**config.mk**
```make
export PLATFORM = sky130hd
export DESIGN_NAME = rfv_front_flat
export DESIGN_NICKNAME = d
export VERILOG_FILES = /design/src/sv/rfv_pkg.sv /design/src/sv/rfv_if.sv /design/src/sv/rfv_front.sv /design/src/flat_wrapper.sv
export SDC_FILE = /design/constraint.sdc
export NUM_CORES = 1
export LEC_CHECK = 0
export BUFFER_PORTS_ARGS = -buffer_cell sky130_fd_sc_hd__buf_2
export CAP_MARGIN = 20
export CELL_PAD_IN_SITES_DETAIL_PLACEMENT = 2
export CELL_PAD_IN_SITES_GLOBAL_PLACEMENT = 2
export CORE_MARGIN = 2
export CORE_UTILIZATION = 11
export DETAILED_ROUTE_END_ITERATION = 7
export PLACE_DENSITY_LB_ADDON = 0.08
export SYNTH_ARGS = -nofsm -noshare
export SYNTH_HDL_FRONTEND = slang
export SYNTH_SLANG_ARGS = --single-unit
```
**constraint.sdc**
```tcl
create_clock -name vclk -period 1.56
set_input_delay 0.078 -clock vclk [all_inputs]
set_output_delay 0.078 -clock vclk [all_outputs]
set_load 0.01 [all_outputs]
```
**src/sv/rfv_pkg.sv**
```systemverilog
package rfv_pkg;

   localparam int QueueDepth = 2;

   localparam int DataW    = 64;
   localparam int HalfW    = 32;
   localparam int RegIdxW  = 5;
   localparam int FlagW    = 4;
   localparam int NumRegs  = 32;
   localparam logic [RegIdxW-1:0] SpSlot = 5'd31;

   typedef enum logic [1:0] {
      OP_READ      = 2'd0,
      OP_WRITE     = 2'd1,
      OP_SET_FLAGS = 2'd2,
      OP_TEST      = 2'd3
   } op_type;

   // view code fifteen is unused and falls into the default arm
   typedef enum logic [3:0] {
      VIEW_W32     = 4'd0,
      VIEW_X64     = 4'd1,
      VIEW_SP      = 4'd2,
      VIEW_ZERO    = 4'd3,
      VIEW_PC      = 4'd4,
      VIEW_TPIDR   = 4'd5,
      VIEW_TPIDRRO = 4'd6,
      VIEW_FPCR    = 4'd7,
      VIEW_FPSR    = 4'd8,
      VIEW_S       = 4'd9,
      VIEW_D       = 4'd10,
      VIEW_Q       = 4'd11,
      VIEW_V8B     = 4'd12,
      VIEW_V2D     = 4'd13,
      VIEW_VDELEM  = 4'd14
   } view_type;

   typedef enum logic [3:0] {
      CC_EQ = 4'd0,
      CC_NE = 4'd1,
      CC_HS = 4'd2,
      CC_LO = 4'd3,
      CC_MI = 4'd4,
      CC_PL = 4'd5,
      CC_VS = 4'd6,
      CC_VC = 4'd7,
      CC_HI = 4'd8,
      CC_LS = 4'd9,
      CC_GE = 4'd10,
      CC_LT = 4'd11,
      CC_GT = 4'd12,
      CC_LE = 4'd13,
      CC_AL = 4'd14,
      CC_NV = 4'd15
   } cond_type;

   // what the back end has to touch for one transaction
   typedef enum logic [3:0] {
      KIND_NONE    = 4'd0,
      KIND_GP      = 4'd1,
      KIND_PC      = 4'd2,
      KIND_TPIDR   = 4'd3,
      KIND_TPIDRRO = 4'd4,
      KIND_FPCR    = 4'd5,
      KIND_FPSR    = 4'd6,
      KIND_VEC     = 4'd7,
      KIND_FLAGS   = 4'd8,
      KIND_COND    = 4'd9,
      KIND_FAULT   = 4'd10
   } kind_type;

   typedef struct packed {
      kind_type           kind;
      logic               wr;
      logic [RegIdxW-1:0] addr;      // gp register or vector row
      logic               elem_sel;  // element returned in read_elem0
      logic               two;       // read returns both elements
      logic               narrow;    // read value zero-extended from 32 bits
      logic               we0;
      logic               we1;
      logic [DataW-1:0]   d0;
      logic [DataW-1:0]   d1;
      logic [FlagW-1:0]   arg;       // new flags or condition code
   } cmd_type;

endpackage

```
**src/sv/rfv_if.sv**
```systemverilog
interface rfv_req_if;
   logic        valid;
   logic        ready;
   logic [1:0]  op;
   logic [3:0]  view;
   logic [4:0]  reg_index;
   logic        element_index;
   logic [63:0] write_elem0;
   logic [63:0] write_elem1;
   logic [3:0]  nzcv_in;
   logic [3:0]  condition_code;

   modport source (
      output valid, op, view, reg_index, element_index, write_elem0, write_elem1,
             nzcv_in, condition_code,
      input  ready
   );
   modport sink (
      input  valid, op, view, reg_index, element_index, write_elem0, write_elem1,
             nzcv_in, condition_code,
      output ready
   );
endinterface


```
**src/sv/rfv_front.sv**
```systemverilog
module rfv_front import rfv_pkg::*; (
   rfv_req_if.sink  req_ch,
   output logic     push_valid,
   input  logic     push_ready,
   output cmd_type  push_cmd
);

   logic [DataW-1:0] d0_lo;

   assign d0_lo = {{(DataW-HalfW){1'b0}}, req_ch.write_elem0[HalfW-1:0]};

   assign push_valid   = req_ch.valid;
   assign req_ch.ready = push_ready;

   always_comb begin
      push_cmd          = '0;
      push_cmd.kind     = KIND_NONE;
      push_cmd.wr       = (op_type'(req_ch.op) == OP_WRITE);
      push_cmd.addr     = req_ch.reg_index;
      push_cmd.d0       = req_ch.write_elem0;
      push_cmd.arg      = req_ch.condition_code;
      unique case (op_type'(req_ch.op))
         OP_SET_FLAGS: begin
            push_cmd.kind = KIND_FLAGS;
            push_cmd.arg  = req_ch.nzcv_in;
         end
         OP_TEST: begin
            push_cmd.kind = KIND_COND;
         end
         OP_READ, OP_WRITE: begin
            unique case (view_type'(req_ch.view))
               VIEW_W32, VIEW_X64: begin
                  if (req_ch.reg_index == SpSlot) begin
                     push_cmd.kind = KIND_FAULT;
                  end else begin
                     push_cmd.kind   = KIND_GP;
                     push_cmd.narrow = (view_type'(req_ch.view) == VIEW_W32);
                     if (view_type'(req_ch.view) == VIEW_W32) begin
                        push_cmd.d0 = d0_lo;
                     end
                  end
               end
               VIEW_SP: begin
                  push_cmd.kind = KIND_GP;
                  push_cmd.addr = SpSlot;
               end
               VIEW_ZERO:    push_cmd.kind = KIND_NONE;
               VIEW_PC:      push_cmd.kind = KIND_PC;
               VIEW_TPIDR:   push_cmd.kind = KIND_TPIDR;
               VIEW_TPIDRRO: push_cmd.kind = KIND_TPIDRRO;
               VIEW_FPCR:    push_cmd.kind = KIND_FPCR;
               VIEW_FPSR:    push_cmd.kind = KIND_FPSR;
               VIEW_S: begin
                  push_cmd.kind   = KIND_VEC;
                  push_cmd.narrow = 1'b1;
                  push_cmd.d0     = d0_lo;
                  push_cmd.we0    = 1'b1;
                  push_cmd.we1    = 1'b1;
               end
               VIEW_D, VIEW_V8B: begin
                  push_cmd.kind = KIND_VEC;
                  push_cmd.we0  = 1'b1;
                  push_cmd.we1  = 1'b1;
               end
               VIEW_Q: begin
                  push_cmd.kind = KIND_VEC;
                  push_cmd.two  = 1'b1;
                  push_cmd.we0  = 1'b1;
                  push_cmd.we1  = 1'b1;
                  push_cmd.d1   = req_ch.write_elem1;
               end
               VIEW_V2D: begin
                  push_cmd.kind = KIND_VEC;
                  push_cmd.two  = 1'b1;
                  push_cmd.we0  = 1'b1;
                  push_cmd.we1  = 1'b1;
                  push_cmd.d1   = req_ch.write_elem0;
               end
               VIEW_VDELEM: begin
                  push_cmd.kind     = KIND_VEC;
                  push_cmd.elem_sel = req_ch.element_index;
                  push_cmd.we0      = ~req_ch.element_index;
                  push_cmd.we1      = req_ch.element_index;
                  push_cmd.d1       = req_ch.write_elem0;
               end
               default: push_cmd.kind = KIND_FAULT;
            endcase
         end
         default: push_cmd.kind = KIND_FAULT;
      endcase
   end

endmodule

```
**src/flat_wrapper.sv**
```systemverilog
// flat-port wrapper written by rule: the top's interface ports become plain ports
module rfv_front_flat import rfv_pkg::*;
  (push_valid, push_ready, push_cmd, req_ch_valid, req_ch_op, req_ch_view, req_ch_reg_index, req_ch_element_index, req_ch_write_elem0, req_ch_write_elem1, req_ch_nzcv_in, req_ch_condition_code, req_ch_ready);
  rfv_req_if req_ch_i ();
  output logic push_valid;
  input  logic push_ready;
  output cmd_type push_cmd;
  input wire logic [$bits(req_ch_i.valid)-1:0] req_ch_valid;
  input wire logic [$bits(req_ch_i.op)-1:0] req_ch_op;
  input wire logic [$bits(req_ch_i.view)-1:0] req_ch_view;
  input wire logic [$bits(req_ch_i.reg_index)-1:0] req_ch_reg_index;
  input wire logic [$bits(req_ch_i.element_index)-1:0] req_ch_element_index;
  input wire logic [$bits(req_ch_i.write_elem0)-1:0] req_ch_write_elem0;
  input wire logic [$bits(req_ch_i.write_elem1)-1:0] req_ch_write_elem1;
  input wire logic [$bits(req_ch_i.nzcv_in)-1:0] req_ch_nzcv_in;
  input wire logic [$bits(req_ch_i.condition_code)-1:0] req_ch_condition_code;
  output wire logic [$bits(req_ch_i.ready)-1:0] req_ch_ready;
  assign req_ch_i.valid = req_ch_valid;
  assign req_ch_i.op = req_ch_op;
  assign req_ch_i.view = req_ch_view;
  assign req_ch_i.reg_index = req_ch_reg_index;
  assign req_ch_i.element_index = req_ch_element_index;
  assign req_ch_i.write_elem0 = req_ch_write_elem0;
  assign req_ch_i.write_elem1 = req_ch_write_elem1;
  assign req_ch_i.nzcv_in = req_ch_nzcv_in;
  assign req_ch_i.condition_code = req_ch_condition_code;
  assign req_ch_ready = req_ch_i.ready;
  rfv_front u_core (.req_ch(req_ch_i), .push_valid(push_valid), .push_ready(push_ready), .push_cmd(push_cmd));
endmodule
```
# Yosys cells after proc, flatten, opt, wreduce, memory -nomap -nowiden
# Index checks and enable logic that the tools add are counted.
[word_totals]
regBits = 0
word_cells = 42
inputBits = 150
out_inout_bits = 149
[op_classes]
muxes = 15
bitwise = 1
reduce_logical = 8
n_eq_ne = 18
[op_table]
columns = ["cell", "count"]
rows = [
  ["64-bit case mux with 2 select lines", 2],
  ["138-bit 2-to-1 mux", 1],
  ["64-bit 2-to-1 mux", 2],
  ["4-bit case mux with 9 select lines", 1],
  ["4-bit == test (second input constant)", 7],
  ["4-bit by 3-bit == test with 1-bit output (second input constant)", 4],
  ["4-bit case mux with 3 select lines", 1],
  ["4-bit by 2-bit == test with 1-bit output (second input constant)", 2],
  ["4-bit 2-to-1 mux", 2],
  ["2-bit OR reduction", 4],
  ["6-bit OR reduction", 1],
  ["5-bit == test (second input constant)", 1],
  ["5-bit 2-to-1 mux", 1],
  ["5-bit OR reduction", 1],
  ["2-bit == test (second input constant)", 2],
  ["4-bit by 1-bit == test with 1-bit output (second input constant)", 1],
  ["4-bit zero test", 1],
  ["2-bit case mux with 2 select lines", 1],
  ["1-bit 2-to-1 mux", 3],
  ["2-bit by 1-bit == test with 1-bit output (second input constant)", 1],
  ["2-bit zero test", 1],
  ["1-bit case mux with 2 select lines", 1],
  ["1-bit NOT", 1],
]

# Longest topological paths before layout
# Gate-level depths: netlist (run 1).
[logic_depth]
word_depth = 5
ltp_mapped = 6
mapped_depth_nobuf = 3

# Least setup slack after synthesis (run 1)
# No wires, ideal clock.
[synth_timing]
path_kind = "input port to output port"
start = "in req_ch_op[1]"
end = "out push_cmd[123] (netlist name)"
n_path_buf = 2
t_required_ns = 1.482
cell_stages = 5
arrival_time_ns = 1.096
path_slack_ns = 0.386
cell_sequence = "clkbuf_1 nand3b_1 or3_1 buf_2 and3_1"
[synth_lines]
columns = ["item", "line_no", "text"]
rows = [
  ["start, declared", "flat_wrapper.sv:9", "input wire logic [$bits(req_ch_i.op)-1:0] req_ch_op;"],
  ["end, declared", "flat_wrapper.sv:7", "output cmd_type push_cmd;"],
]

==> results of run 1 <==
layout make-up:
class	instances	area [µm²]
Timing Repair Buffer	309	1640
Fill cell	1919	12100
Inverter	2	7.51
Multi-Input combinational cell	202	1330
Tap cell	211	264
metrics by stage:
step	area (µm²)	instances	hold WS, ps	setup WS, ps	setup TNS (ps)
after global placement	3240	724	156	46.7	0
after global routing	3240	724	156	-4.57	-4.57
after CTS	3240	724	156	40.0	0
final	3240	724	156	87.2	0
after detailed placement	3240	724	156	39.9	0
after floorplan	1730	276	248	386	0
repair_timing:
action | in CTS | in global routing
gates resized for setup | 0 | 1
endpoints found under the hold margin | 0 | 0
setup endpoints to repair | 0 | 24
power by group:
| group | switching (W) | internal (W) |
|---|---|---|
| Combinational | 0.000470 | 0.000391 |
| Clock | 0 | 0 |
| Sequential | 0 | 0 |
cells by family (layout without fill, tap and decap cells):
group                     after synthesis  count (layout)  synth area share
muxes                                   5               5            0.0318
buffers and inverters                  74             311             0.249
AOI/OAI and AO/OA                      76              76             0.373
and+or+nand+nor                       119             119             0.336
xor gates and xnor gates                2               2            0.0101
cells in the final DEF (no fill, tap or decap), types with 2 or more instances in the layout:
| cell type | n |
|---|---|
| or2_2 | 6 |
| a32oi_1 | 64 |
| nand2b_1 | 2 |
| buf_12 | 5 |
| and3_1 | 34 |
| a31oi_1 | 3 |
| nor2_1 | 68 |
| inv_1 | 2 |
| buf_4 | 9 |
| buf_2 | 295 |
| o21ai_0 | 2 |
| mux2_2 | 4 |
layer usage:
| layer | vias up | global-route usage |
|---|---|---|
| li1 | 1504 | - |
| met1 | 1522 | 0.154 |
| met5 | - | 0 |
| met3 | 4 | 0.0215 |
| met4 | 0 | 0.00569 |
| met2 | 172 | 0.279 |
how the worst max path moves through the flow:
stage / from / endpoint / cells after the start
after global placement: req_ch_view[2] / push_cmd[107] / 6
final: req_ch_view[1] / push_cmd[10] / 7
after detailed placement: req_ch_view[2] / push_cmd[113] / 6
after global routing: req_ch_view[1] / push_cmd[10] / 7
after CTS: req_ch_view[2] / push_cmd[113] / 6
after floorplan: req_ch_op[1] / push_cmd[123] / 5
==> results.sh, run 1 <==
export IMPL_outcome="finished, final reports clean"
export IMPL_syn_area_per_cell_um2=6.28
export IMPL_min_from="req_ch_valid"
export IMPL_fin_crit_sh=0.944
export IMPL_cp_num_buf_inv=4
export IMPL_hold_violations=0
export IMPL_wl_met1_um=4850
export IMPL_synthTopCellsByArea="a32oi_1, buf_4, nor2_1, and3_1, buf_2"
export IMPL_nets=665
export IMPL_hold_end="push_valid"
export IMPL_cts_setup_buffers=0
export IMPL_wirelength_um=12700
export IMPL_crit_slowest_cell="and4b_2"
export IMPL_gp_congestion=0.717
export IMPL_critPathLaunchType="primary input"
export IMPL_syn_area_mm2=0.00173
export IMPL_utilization=0.212
export IMPL_fmax_mhz=679
export IMPL_maxCapViolCount=0
export IMPL_post_route_cells_drive_above_1_share=0.632
export IMPL_grt_max_degree=46
export IMPL_register_area_um2=0
export IMPL_yosys_area_top_type_share=0.323
export IMPL_required_ps=1480
export IMPL_wl_met3_um=994
export IMPL_die_h_um=130
export IMPL_critPathKind="primary input to output pin"
export IMPL_totalPowerFinal_w=0.000862
export IMPL_drc=0
export IMPL_fin_crit_ps=1470
export IMPL_synth_most_common_cell="nor2_1"
export IMPL_rsz0062_at_grt="yes"
export IMPL_netlist_cell_type_count=32
export IMPL_hold_class="primary input to output pin"
export IMPL_syn_inst=276
export IMPL_dpl_hpwl_um=10200
export IMPL_max_stage_delay_ps=310
export IMPL_antenna_cells=0
export IMPL_vdd_drop_max_mv=0.0908
export IMPL_synth_seq_area_share=0
export IMPL_post_drt_via_cell_ratio=4.42
export IMPL_start_util=0.113
export IMPL_worstMarginPinSlew_ps=572
export IMPL_clock_buffer_count=0
export IMPL_drv_slew=0
export IMPL_hold_buffers=0
export IMPL_slew_headroom=0.614
export IMPL_p_per_area_mw_per_mm2=266
export IMPL_die_w_um=130
export IMPL_areaGrowthSynthToFinish_pct=87.1
export IMPL_wl_per_cell_um=17.6
export IMPL_antenna_found_initial=0
export IMPL_die_area_mm2=0.0168
export IMPL_drt_iter0_markers=55
export IMPL_highest_layer="met4"
export IMPL_syn_nets=426
export IMPL_yosysWarnings=0
export IMPL_seq_cell_count=0
export IMPL_pin_count=299
export IMPL_grtUsageTotal=0.136
export IMPL_io_buffers=295
export IMPL_grt_overflow=0
export IMPL_setup_viol=0
export IMPL_crit_top_cell="buf_2"
export IMPL_leakage_nw=1.81
export IMPL_antenna_left=0
export IMPL_end_kind="output pin"
export IMPL_critPathMaxFanout=37
export IMPL_synth_common_cells="nor2_1, a32oi_1, buf_4, and3_1, buf_2"
export IMPL_cp_cell_sequence="buf_2 -> buf_4 -> and4b_2 -> buf_12 -> a32oi_1 -> nor2_1 -> buf_2"
export IMPL_dr_total_vias=3202
export IMPL_holdPathStages=0
export IMPL_yosysTopAreaCell="a32oi_1"
export IMPL_crit_family="buffers and inverters"
export IMPL_core_rowCount=45
export IMPL_grt_pass1_wl_um=18500
export IMPL_grt_pass1_vias=3259
export IMPL_firstDrtPassIters=4
export IMPL_core_area_mm2=0.0153
export IMPL_crit_arrival_ps=1390
export IMPL_route_met2_wl_um=6810
Power figures use the tool's default switching activity.
==> inputs of run 2 (changes only) <==
==> constraint.sdc (replaced) <==
create_clock -name vclk -period 1.56
set_input_delay 0.312 -clock vclk [all_inputs]
set_output_delay 0.312 -clock vclk [all_outputs]
set_load 0.01 [all_outputs]
==> results.sh, run 2 (same netlist as run 1, synthesis figures left out) <==
export IMPL_setup_viol=104
export IMPL_vdd_drop_max_mv=0.0831
export IMPL_drv_slew=0
export IMPL_grt_max_degree=40
export IMPL_p_per_area_mw_per_mm2=289
export IMPL_rsz0062_at_grt="yes"
export IMPL_hold_violations=0
export IMPL_crit_family="buffers and inverters"
export IMPL_grt_overflow=0
export IMPL_dpl_hpwl_um=9970
export IMPL_outcome="finished with violations"
export IMPL_cp_cell_sequence="buf_12 -> buf_6 -> xor2_4 -> buf_12 -> buf_12 -> buf_16 -> a32oi_1 -> nor2_1 -> buf_2"
export IMPL_antenna_found_initial=1
export IMPL_end_kind="output pin"
export IMPL_gp_congestion=0.734
export IMPL_clock_buffer_count=0
export IMPL_slew_headroom=0.693
export IMPL_utilization=0.319
export IMPL_hold_slack_ps=624
export IMPL_crit_top_cell="buf_12"
export IMPL_final_cell_mix="buf_2, nor2_1, buf_6"
export IMPL_grtUsageTotal=0.168
export IMPL_leakage_nw=2.43
export IMPL_max_stage_delay_ps=190
export IMPL_layout_commonest_cell="buf_2"
export IMPL_seq_cell_count=0
export IMPL_violations="setup timing"
export IMPL_start_util=0.113
export IMPL_drt_iter0_markers=73
export IMPL_maxCapViolCount=0
export IMPL_worstMarginPinSlew_ps=461
export IMPL_cp_num_buf_inv=6
export IMPL_fin_crit_sh=1.17
export IMPL_crit_arrival_ps=1510
export IMPL_die_h_um=130
export IMPL_die_w_um=130
export IMPL_pin_count=299
export IMPL_dr_total_vias=3535
export IMPL_post_route_cells_drive_above_1_share=0.788
export IMPL_fin_ws_ps=-261
export IMPL_antenna_left=0
export IMPL_crit_slowest_cell="a32oi_1"
export IMPL_nets=717
export IMPL_register_area_um2=0
export IMPL_grt_pass1_wl_um=22000
export IMPL_critPathLaunchType="primary input"
export IMPL_core_rowCount=45
export IMPL_core_area_mm2=0.0153
export IMPL_die_area_mm2=0.0168
export IMPL_grt_pass1_vias=3789
export IMPL_fmax_mhz=549
export IMPL_io_buffers=295
export IMPL_areaGrowthSynthToFinish_pct=182
export IMPL_drc=0
export IMPL_wirelength_um=16200
export IMPL_critPathKind="primary input to output pin"
export IMPL_required_ps=1250
export IMPL_firstDrtPassIters=4
export IMPL_hold_class="primary input to output pin"
export IMPL_critPathMaxFanout=7
export IMPL_fin_crit_ps=1820
export IMPL_post_drt_via_cell_ratio=4.55
export IMPL_wl_per_cell_um=20.9
run 2: changes by cell type in the layout (fill, tap and decap cells not counted), moves of 6 or more:
cell	previous run	this run
buf_12	5	17
a32oi_2	0	29
and3_4	0	33
or2_4	0	6
and3_1	34	1
buf_4	9	22
buf_6	0	52
a32oi_1	64	35
buf_16	0	7
clkbuf_16	0	7
buf_2	295	248
or2_2	6	0
run 2: path summary, 6_finish.rpt:
check | to | slack (ps) | depth (start not counted) | start
hold / removal | push_valid | 620 | 0 | req_ch_valid
setup / recovery | push_cmd[16] | -260 | 9 | req_ch_view[0]
run 2: power by group:
group	switching (W)	internal [W]
logic	0.000641	0.000770
registers	0	0
clock network	0	0.0000000000857
run 2: cell type report:
cell class,count,area (µm²)
inverters,2,10.0
fillers,1795,10400
multi-input cells,206,1840
diodes,1,2.50
repair buffers,357,2760
well taps,211,264
run 2: per-layer routing:
metal,up-vias,share of wire,track usage
met5,-,0,0
met4,0,0.0060,0.0127
met3,6,0.057,0.0227
met2,160,0.52,0.327
met1,1741,0.41,0.203
li1,1628,-,-
run 2: repair_timing:
action | CTS | global route
cloned | 17 | 8
endpoints found under the setup margin | 112 | 109
pin swaps | 69 | 47
buffers inserted | 19 | 8
resized for setup | 97 | 58
hold buffers | 0 | 0
run 2: metrics by stage:
step | TNS [ps] | setup WS (ps) | area (µm²) | total power [W] | std cells
after floorplan | -1220 | -46.5 | 1930 | 0.000493 | 276
after global placement | -23250 | -330 | 3490 | 0.000944 | 733
after detailed placement | -25470 | -343 | 3490 | 0.000952 | 733
after CTS | -20100 | -280 | 4470 | 0.00134 | 767
after global routing | -23140 | -300 | 4880 | 0.00150 | 777
final | -18350 | -261 | 4880 | 0.00141 | 777
