--- config.mk ---
export PLATFORM = sky130hd
export DESIGN_NAME = rfv_queue
export DESIGN_NICKNAME = d
export VERILOG_FILES = /design/src/sv/rfv_pkg.sv /design/src/sv/rfv_queue.sv
export SDC_FILE = /design/constraint.sdc
export NUM_CORES = 1
export LEC_CHECK = 0
export ABC_AREA = 1
export BUFFER_PORTS_ARGS = -buffer_cell sky130_fd_sc_hd__buf_4
export CAP_MARGIN = 10
export CORE_MARGIN = 5
export CORE_UTILIZATION = 47
export CTS_CLUSTER_SIZE = 30
export DETAILED_ROUTE_END_ITERATION = 16
export PLACE_DENSITY = 0.79
export REMOVE_ABC_BUFFERS = 1
export SLEW_MARGIN = 20
export SYNTH_ARGS = -nofsm -noshare
export SYNTH_HDL_FRONTEND = slang
export SYNTH_SLANG_ARGS = --single-unit
--- constraint.sdc ---
create_clock -name clock -period 10.3 [get_ports clock]
set_clock_uncertainty 0.05 [all_clocks]
set_input_delay 2.06 -clock clock [delete_from_list [all_inputs] [get_ports clock]]
set_output_delay 2.06 -clock clock [all_outputs]
set_load 0.02 [all_outputs]
--- src/sv/rfv_pkg.sv ---
package rfv_pkg;

   localparam int QueueDepth = 2;

   localparam int DataW    = 64;
   localparam int HalfW    = 32;
   localparam int RegIdxW  = 5;
   localparam int FlagW    = 4;
   localparam int NumRegs  = 32;
   localparam logic [RegIdxW-1:0] SpSlot = 5'd31;

   typedef enum logic [1:0] {
      OP_READ      = 2'd0,
      OP_WRITE     = 2'd1,
      OP_SET_FLAGS = 2'd2,
      OP_TEST      = 2'd3
   } op_type;

   // view code fifteen is unused and falls into the default arm
   typedef enum logic [3:0] {
      VIEW_W32     = 4'd0,
      VIEW_X64     = 4'd1,
      VIEW_SP      = 4'd2,
      VIEW_ZERO    = 4'd3,
      VIEW_PC      = 4'd4,
      VIEW_TPIDR   = 4'd5,
      VIEW_TPIDRRO = 4'd6,
      VIEW_FPCR    = 4'd7,
      VIEW_FPSR    = 4'd8,
      VIEW_S       = 4'd9,
      VIEW_D       = 4'd10,
      VIEW_Q       = 4'd11,
      VIEW_V8B     = 4'd12,
      VIEW_V2D     = 4'd13,
      VIEW_VDELEM  = 4'd14
   } view_type;

   typedef enum logic [3:0] {
      CC_EQ = 4'd0,
      CC_NE = 4'd1,
      CC_HS = 4'd2,
      CC_LO = 4'd3,
      CC_MI = 4'd4,
      CC_PL = 4'd5,
      CC_VS = 4'd6,
      CC_VC = 4'd7,
      CC_HI = 4'd8,
      CC_LS = 4'd9,
      CC_GE = 4'd10,
      CC_LT = 4'd11,
      CC_GT = 4'd12,
      CC_LE = 4'd13,
      CC_AL = 4'd14,
      CC_NV = 4'd15
   } cond_type;

   // what the back end has to touch for one transaction
   typedef enum logic [3:0] {
      KIND_NONE    = 4'd0,
      KIND_GP      = 4'd1,
      KIND_PC      = 4'd2,
      KIND_TPIDR   = 4'd3,
      KIND_TPIDRRO = 4'd4,
      KIND_FPCR    = 4'd5,
      KIND_FPSR    = 4'd6,
      KIND_VEC     = 4'd7,
      KIND_FLAGS   = 4'd8,
      KIND_COND    = 4'd9,
      KIND_FAULT   = 4'd10
   } kind_type;

   typedef struct packed {
      kind_type           kind;
      logic               wr;
      logic [RegIdxW-1:0] addr;      // gp register or vector row
      logic               elem_sel;  // element returned in read_elem0
      logic               two;       // read returns both elements
      logic               narrow;    // read value zero-extended from 32 bits
      logic               we0;
      logic               we1;
      logic [DataW-1:0]   d0;
      logic [DataW-1:0]   d1;
      logic [FlagW-1:0]   arg;       // new flags or condition code
   } cmd_type;

endpackage

--- src/sv/rfv_queue.sv ---
module rfv_queue import rfv_pkg::*; #(
   parameter int DEPTH = QueueDepth
) (
   input  logic    clock,
   input  logic    reset,
   input  logic    push_valid,
   output logic    push_ready,
   input  cmd_type push_cmd,
   output logic    pop_valid,
   input  logic    pop_ready,
   output cmd_type pop_cmd
);

   localparam int PtrW = (DEPTH > 1) ? $clog2(DEPTH) : 1;
   localparam int CntW = $clog2(DEPTH + 1);
   localparam logic [PtrW-1:0] LastPtr = PtrW'(DEPTH - 1);
   localparam logic [CntW-1:0] FullCnt = CntW'(DEPTH);

   cmd_type         slot_ff [DEPTH];
   logic [PtrW-1:0] wr_ptr_ff, wr_ptr_in;
   logic [PtrW-1:0] rd_ptr_ff, rd_ptr_in;
   logic [CntW-1:0] count_ff, count_in;
   logic            push, pop;

   assign push_ready = (count_ff != FullCnt);
   assign pop_valid  = (count_ff != '0);
   assign pop_cmd    = slot_ff[rd_ptr_ff];
   assign push       = push_valid & push_ready;
   assign pop        = pop_valid & pop_ready;

   always_comb begin
      wr_ptr_in = wr_ptr_ff;
      rd_ptr_in = rd_ptr_ff;
      count_in  = count_ff;
      if (push) begin
         wr_ptr_in = (wr_ptr_ff == LastPtr) ? '0 : wr_ptr_ff + 1'b1;
      end
      if (pop) begin
         rd_ptr_in = (rd_ptr_ff == LastPtr) ? '0 : rd_ptr_ff + 1'b1;
      end
      if (push && !pop) begin
         count_in = count_ff + 1'b1;
      end else if (pop && !push) begin
         count_in = count_ff - 1'b1;
      end
   end

   always_ff @(posedge clock) begin
      if (reset) begin
         wr_ptr_ff <= '0;
         rd_ptr_ff <= '0;
         count_ff  <= '0;
      end else begin
         wr_ptr_ff <= wr_ptr_in;
         rd_ptr_ff <= rd_ptr_in;
         count_ff  <= count_in;
      end
   end

   always_ff @(posedge clock) begin
      if (push) begin
         slot_ff[wr_ptr_ff] <= push_cmd;
      end
   end

endmodule

After elaboration in Yosys (flattened, before gate mapping) --
Memory sizes are Yosys's and may differ from the RTL's. A register that Yosys moved wholly into a read port is not among the register bits. Cells that the tools add are included. W data, S select, Z words.
Cells by class: add/sub/neg operators 4, equality and inequality tests 1, mux-type cells 8, bitwise logic cells 2, reduce and logical (&&, ||, !) cells 6
Operator list (number):
- $mux W1 | 6
- $mux W2 | 2
- $reduce_bool A2 Y1 | 2
- $add A1 B1 Y1 const B | 2
- $add A2 B1 Y2 const B | 1
- $and A1 B1 Y1 | 2
- $logic_and A1 B1 Y1 | 2
- $logic_not A1 Y1 | 2
- $ne A2 B2 Y1 const B | 1
- $sub A2 B1 Y2 const B | 1
Storage, ports and cells: bits in registers 4, memory bits (writable) 294, input bits 151, output and inout bits 149, memories 1
Memory list:
- slot_ff | words 2, bits a word 147, read ports 1, clocked after memory_dff 1, write ports 1, RTL line rfv_queue.sv:19 | cmd_type slot_ff [DEPTH];

Depth between registers and ports, before layout --
Gate-level depths: netlist (run 1).
depth after elaboration 6, depth in mapped cells 11, mapped depth without buffers 11

Worst setup path before layout (run 1) --
No wires, ideal clock.
path kind input-to-reg, from input port push_valid, to memory slot_ff[0][0] (netlist name) (enable), library setup time 656 ps, arrival time 8261 ps, data required time 9594 ps, slack 1334 ps, stages on the path 2, cells stage by stage nand2_1 -> nor2_1
On the way: longest elaborated chain between the ends 3
RTL lines:
- from (decl) | RTL line rfv_queue.sv:6 | input logic push_valid,
- $and A1 B1 Y1 | RTL line rfv_queue.sv:28 | assign push = push_valid & push_ready;
- $mux W1 | RTL line rfv_queue.sv:61 | if (push) begin
- $mux W1 (implied by the code) | RTL line rfv_queue.sv:62 | slot_ff[wr_ptr_ff] <= push_cmd;
- to (decl) | RTL line rfv_queue.sv:19
Every way passes these cells.

==> impl_results.md, run 1 <==
* Outcome: finished clean
* Share of synthesized area occupied by flip-flops and latches at 81.9%
* First-pass GRT wire length at around 33000 um
* # hold bufs at CTS at 0
* Clock buffers created by TritonCTS at 31
* Adder-cell share of the synthesized area at less than 1%
* TritonCTS sink count at between 200 and 300
* Distinct cells, synth at 13
* Quantity of I/O buffers inserted on ports at 299
* Top area cells in the synthesized netlist: sky130_fd_sc_hd__edfxtp_1 81%, sky130_fd_sc_hd__mux2_2 15%, sky130_fd_sc_hd__buf_6 1.6%, sky130_fd_sc_hd__dfxtp_1 0.92%, sky130_fd_sc_hd__nand2_1 0.31%
* Initial antenna violation count at 0
* Via count at 5593
* Number of synthesized register bits at ~300
* Critical path start-end classification: flop to output port
* Number of detailed-route iterations in the first pass at 4
* Top-level I/O count at 300
* Bufs on Longest Clock Path at 3
* Total grt overflow at 0
* Core ar. at 0.0227 mm2
* Share of synthesized area spent on multiplexers at between 10% and 20%
* Proportion of netlist area held by the largest area contributor at approximately 81%
* Max Fanout on Critical Path at between 70 and 80
* Root buf cell: sky130_fd_sc_hd__clkbuf_16
* Average via count per standard cell at around 5.0
* Critical path endpoint category: output port
* Actual slew at the worst max-slew pin at 1.03 ns
* Cell count after synthesis at 494
* Leak Pwr at approximately 5.3 nW
* Average routed wire per standard cell at between 15 and 20 um
* HPWL reported at the end of detailed placement at 14300 um
* Count of standard-cell rows at 55
* Xor/xnor cell area share of the yosys netlist at 0%
* Maximum vdd ir drop at approximately 180 uV
* TritonCTS clock tree: yes
* Placer Congestion at about 0.73
* Startpoint kind of the worst setup timing path: flop
* Shortest clock period the worst path allows after layout at about 5.2 ns
* Largest net degree at the start of global routing at between 70 and 80
* Smallest hold slack at around 0.48 ns
* Fraction of layout cells with a size suffix above 1 at 58.9%
* Setup Total Neg Slack at 0 ns
* Average size of a mapped cell at 22.1 um2
* Final routed DRC violation total at 0
* Via count of the first global-routing pass at a little over 6k
* Post-synth top flop: sky130_fd_sc_hd__edfxtp_1
* Die height at between 150 and 200 um
* Critical path's largest stage delay at ~0.96 ns
* Final net count at 967
* H-Tree Level Count at 1
* Class of the tightest hold or removal check: flop to flop
* X dimension of the die at 162 um
* Drt total wl at around 22000 um
* Simple-Gate Fraction of Synth Area at less than 1%
* Most frequent cell on the critical path: sky130_fd_sc_hd__buf_4
* Number of enable-type register cells in the synthesized netlist at 294
* Clock network latency to the later pin of the worst-skew pair at approximately 0.53 ns
* Clock input transition at the sequential cells of the worst setup and hold paths at about 0.060 ns
* Slowest cell on the critical path: sky130_fd_sc_hd__dfxtp_4
* Number of antenna repair diodes at 0
* Total global-route track usage at 15.7%
* Final setup violation count at 0
* Power density over the cells at 246 mW/mm2
* Cts repair resizes at 0
* Post-CTS Setup Bufs at 0
* Synthesis-to-finish area growth at 30.9%
* Initial Utilization at 48.0%
* Endpoints failing hold at 0
* Number of slew-limit violations in the final report at 0
* Iteration-0 DRC count of the detailed router at slightly below 300
* Normalized max-slew margin at between 30% and 40%
* Cell area after technology mapping at 0.0109 mm2
* Highest achievable clock rate at about 190 MHz
* Most common cell in the synthesized netlist: sky130_fd_sc_hd__edfxtp_1
* Max-cap violations at 0
* DIE AREA at between 0.02 and 0.03 mm2
* Total of warnings raised by yosys at 0
* Count of antenna-violating nets left after detailed routing at 0
* Final cycle utilization of the critical path at roughly 51%
* Cell type with the highest aggregate area in the netlist: sky130_fd_sc_hd__edfxtp_1
* Unrepaired setup endpoints after global routing: false
* Total Power Consumption at 3.51 mW
* Async S/R FF share, synth at 0%
* Compound-gate portion of the synthesized area at less than 1%
* Synth top cells by count: 294 x sky130_fd_sc_hd__edfxtp_1, 147 x sky130_fd_sc_hd__mux2_2, 15 x sky130_fd_sc_hd__buf_6
* Largest family of logic cells by synthesized area: multiplexers
* Sequence of cells on the critical path: buf_4, mux2_2, buf_4
* Endpoint arrival time on the critical path at 3.10 ns
* Endpoint required time on the critical path at about 8.2 ns
[routing by layer]
| metal | part of all wire [%] | wire length (um) | up-vias | global-route usage, % |
|---|---|---|---|---|
| met5 | 0 | 0 | - | 0 |
| met4 | 2.3 | 490 | 0 | 4.34 |
| met3 | 9.1 | 1980 | 38 | 5.35 |
| met2 | 51 | 11200 | 225 | 27.7 |
| met1 | 37 | 8130 | 2750 | 18.2 |
| li1 | - | - | 2580 | - |
[kinds of logic after synthesis]
group / after synthesis
buffers and inverters: 24
DFF: 299
and+or+nand+nor: 19
muxes: 147
AOI/OAI and AO/OA: 4
adders and majority gates: 1
[stage by stage]
step / cell area (um2) / setup WS (ns) / std cells / util (%)
after floorplan: 10700 / 1.33 / 478 / -
after global placement: 13400 / 5.60 / 1067 / 58.9
after detailed placement: 13400 / 5.58 / 1067 / 58.9
after CTS: 14300 / 5.01 / 1117 / 62.8
after global routing: 14300 / 4.92 / 1117 / 62.8
final: 14300 / 5.09 / 1117 / 62.8
[worst max-delay path: cells and delay by family (launching register included)]
kind / cells / cell delay (ns)
DFF: 1 / 0.96
muxes: 1 / 0.43
buffers and inverters: 2 / 1.08
[placed cells by master (no fill, tap or decap), types with 3 or more instances in the layout]
master	instances
sky130_fd_sc_hd__clkbuf_16	31
sky130_fd_sc_hd__inv_1	8
sky130_fd_sc_hd__clkinv_1	5
sky130_fd_sc_hd__clkbuf_1	9
sky130_fd_sc_hd__mux2_2	147
sky130_fd_sc_hd__clkinv_2	3
sky130_fd_sc_hd__nand2_1	9
sky130_fd_sc_hd__buf_4	304
sky130_fd_sc_hd__dfxtp_1	4
sky130_fd_sc_hd__edfxtp_1	294
sky130_fd_sc_hd__nor2_1	5
[layout make-up]
| type | instances | area, um2 |
|---|---|---|
| flip-flops and latches | 299 | 8930 |
| fillers | 1618 | 8450 |
| repair buffers | 304 | 2280 |
| multi-input cells | 171 | 1780 |
| clock buffers | 40 | 810 |
| well taps | 285 | 357 |
| clock inverters | 10 | 71.3 |
| inverters | 8 | 30.0 |
[flip-flops by register name, summed over array words and instances, names as in the netlist, named ones only]
register,flops
count_ff,2
rd_ptr_ff,1
slot_ff,294
wr_ptr_ff,1
[where the power goes]
part	internal, mW	switching (mW)	total, mW
sequential	1.54	0.0649	1.61
combinational	0.419	0.512	0.931
clock	0.569	0.407	0.976
[final timing paths]
| check | cells past startpoint | startpoint | slack, ns | endpoint |
|---|---|---|---|---|
| hold reg to reg | 2 | rd_ptr_ff$_SDFFE_PP0P_ | 0.48 | flop |
| setup / recovery | 3 | flop | 5.09 | pop_cmd[93] |
| setup reg to reg | 5 | count_ff[0]$_SDFFE_PP0P_ | 7.88 | slot_ff[1][51]$_DFFE_PP_ |
| hold / removal | 2 | rd_ptr_ff$_SDFFE_PP0P_ | 0.48 | flop |
(Power assumes the default switching activity.)
==> inputs of run 2 (changes only) <==
--- a/config.mk
+++ b/config.mk
@@ -12,7 +12,7 @@
 export CORE_UTILIZATION = 47
 export CTS_CLUSTER_SIZE = 30
 export DETAILED_ROUTE_END_ITERATION = 16
-export PLACE_DENSITY = 0.79
+export PLACE_DENSITY = 0.82
 export REMOVE_ABC_BUFFERS = 1
 export SLEW_MARGIN = 20
 export SYNTH_ARGS = -nofsm -noshare
==> constraint.sdc (replaced) <==
create_clock -name clock -period 4.5 [get_ports clock]
set_clock_uncertainty 0.05 [all_clocks]
set_input_delay 0.9 -clock clock [delete_from_list [all_inputs] [get_ports clock]]
set_output_delay 0.9 -clock clock [all_outputs]
set_load 0.02 [all_outputs]
==> run 2 against run 1 <==
Effect of this change: total power up 140%; non-clock buffer count is 2 higher; critical path depth did not move; cell count is 0.72% higher; routed wire length increased by 2.4%; global-route usage rose by 0.67 points; sequential share of layout area fell by 0.67 points; combinational power grew 130%; die area stayed put; setup slack worse by 3.9 ns; count of clock-buffer cells in the layout is 5 lower.
==> impl_results.md, run 2 (synthesis gave the netlist of run 1 again) <==
* Outcome: finished clean
* Actual slew at the worst max-slew pin at ~1.1 ns
* Fraction of layout cells with a size suffix above 1 at around 60%
* Highest achievable clock rate at 303 MHz
* Destination of the critical timing path: pop_cmd[136]
* Average via count per standard cell at approximately 5
* Most frequent standard cell in the layout excluding fill and tap cells: sky130_fd_sc_hd__buf_4
* Portion of total power attributed to combinational logic at 26.0%
* Leak Pwr at approximately 5.4 nW
* Total global-route track usage at roughly 16%
* Power density over the cells at around 580 mW/mm2
* Average routed wire per standard cell at between 15 and 20 um
* DIE AREA at between 0.02 and 0.03 mm2
* Final routed DRC violation total at 0
* Top library cells by usage in the layout, fill and taps aside: 305 x sky130_fd_sc_hd__buf_4, 294 x sky130_fd_sc_hd__edfxtp_1, 147 x sky130_fd_sc_hd__mux2_2, 31 x sky130_fd_sc_hd__clkbuf_16, 9 x sky130_fd_sc_hd__nand2_1
* Flip-flop count of the largest register, all copies and words added at approximately 290
* Via count of the first global-routing pass at 6107
* H-Tree Level Count at 1
* Initial Utilization at 48.0%
* Final cell count without fillers at 1125
* Class of the tightest hold or removal check: flop to flop
* Most flops, register: slot_ff
* Number of detailed-route iterations in the first pass at 4
* Filler cell count at around 1.5k
* # hold bufs at CTS at 0
* Count of antenna-violating nets left after detailed routing at 0
* Root buf cell: sky130_fd_sc_hd__clkbuf_16
* Cts repair resizes at 0
* Clock network latency to the later pin of the worst-skew pair at 0.54 ns
* Worst reg2reg path endpoint: slot_ff[1][74]$_DFFE_PP_
* TritonCTS sink count at around 300
* Largest net degree at the start of global routing at 79
* Quantity of I/O buffers inserted on ports at about 300
* Worst-case register-to-register setup slack at 2.37 ns
* Normalized max-slew margin at 27.9%
* Final setup violation count at 0
* Maximum vdd ir drop at between 400 and 500 uV
* Drt total wl at about 22000 um
* P_sw at ~2.3 mW
* Die height at about 160 um
* HPWL reported at the end of detailed placement at roughly 15000 um
* Bufs on Longest Clock Path at 3
* Startpoint of the worst register-to-register path: count_ff[0]$_SDFFE_PP0P_
* Count of standard-cell rows at 55
* Clock network power share at ~30%
* Initial antenna violation count at 1
* Utilization after layout at a little under two thirds
* Unrepaired setup endpoints after global routing: false
* Smallest hold slack at 0.462 ns
* Shortest clock period the worst path allows after layout at 3.30 ns
* Clock buffers created by TritonCTS at 30
* Placer Congestion at 0.756
* Via count at 5615
* Critical path start-end classification: flop to output port
* Final cycle utilization of the critical path at roughly three quarters
* Total grt overflow at 0
* Clock input transition at the sequential cells of the worst setup and hold paths at roughly 0.07 ns
* Number of slew-limit violations in the final report at 0
* Critical path endpoint category: output port
* X dimension of the die at 162 um
* Seq pwr share at between 40 and 50%
* Max Fanout on Critical Path at between 60 and 70
* Endpoint arrival time on the critical path at 2.35 ns
* Core ar. at 0.0227 mm2
* Biggest registers after layout: slot_ff (294), count_ff (2)
* Endpoint required time on the critical path at approximately 3.6 ns
* First-pass GRT wire length at approximately 34000 um
* Synthesis-to-finish area growth at 32.3%
* Max-cap violations at 0
* Top-level I/O count at 300
* Iteration-0 DRC count of the detailed router at roughly 360
* Sequential cell area in the final layout at approximately 0.0089 mm2
* Min-Delay Startpoint: rd_ptr_ff$_SDFFE_PP0P_
* Multi-input gate area at around 0.0018 mm2
* Worst R2R Path Depth at 5
* Layout Cell Area excl Fill at 0.0144 mm2
* Endpoints failing hold at 0
* Final net count at a little under 1k
* Placed cells at 1069
* Placed Instance Area at around 0.013 mm2
* Total Power Consumption at 8.31 mW
* Startpoint kind of the worst setup timing path: flop
* Internal power at between 5 and 6 mW
* TritonCTS clock tree: yes
* Post-CTS Setup Bufs at 0
* Sw frac at 28.0%
run 2: cell count changes in the layout (fill, tap and decap cells not counted):
| cell | before | now |
|---|---|---|
| sky130_fd_sc_hd__diode_2 | 0 | 1 |
| sky130_fd_sc_hd__clkinv_1 | 5 | 2 |
| sky130_fd_sc_hd__clkinv_4 | 0 | 2 |
| sky130_fd_sc_hd__clkinvlp_4 | 1 | 4 |
| sky130_fd_sc_hd__bufinv_16 | 1 | 4 |
| sky130_fd_sc_hd__clkinv_2 | 3 | 8 |
| sky130_fd_sc_hd__clkbuf_1 | 9 | 4 |
| sky130_fd_sc_hd__buf_4 | 304 | 305 |
| sky130_fd_sc_hd__buf_12 | 0 | 1 |
run 2: cell type report:
type,count,share of cell area (%)
sequential,299,62.0
timing repair buffer,306,16.0
multi-input combinational,171,12.3
clock buffer,35,5.49
tap,285,2.47
clock inverter,20,1.49
inverter,8,0.208
antenna,1,0.0174
run 2: how the worst min path moves through the flow:
stage	to	slack (ns)	cells after the start
floorplan	flop	0.41	2
CTS	slot_ff[0][17]$_DFFE_PP_	0.46	1
global placement	rd_ptr_ff$_SDFFE_PP0P_	0.43	2
finish	flop	0.46	2
global route	slot_ff[0][43]$_DFFE_PP_	0.45	1
detailed placement	flop	0.44	2
run 2: worst max-delay path: stages, from the launching register on:
cell and delay [ns]:
sky130_fd_sc_hd__dfxtp_4 0.75, sky130_fd_sc_hd__buf_12 0.37, sky130_fd_sc_hd__mux2_2 0.41, sky130_fd_sc_hd__buf_4 0.16
run 2: power by group through the flow:
stage | sequential, mW | clock [mW] | combinational [mW]
3_3_place_gp | 3.70 | 0 | 2.15
3_5_place_dp | 3.72 | 0 | 2.18
4_1_cts | 3.66 | 2.55 | 2.19
2_1_floorplan | 3.83 | 0 | 1.24
6_report | 3.66 | 2.49 | 2.16
5_1_grt | 3.69 | 2.68 | 2.29
run 2: through the flow:
step | setup TNS (ns) | worst slack (ns)
6_report | 0 | 1.20
5_1_grt | 0 | 1.12
4_1_cts | 0 | 1.18
3_5_place_dp | 0 | 1.79
3_3_place_gp | 0 | 1.79
2_1_floorplan | -1062.79 | -3.31
run 2: layer usage:
layer	vias up	part of all wire [%]	wire length (um)	GRT usage (%)
met4	0	2.5	558	4.54
met3	41	7.7	1720	4.80
met5	-	0	0	0
met1	2751	38	8510	19.7
met2	224	52	11500	28.7
li1	2599	-	-	-
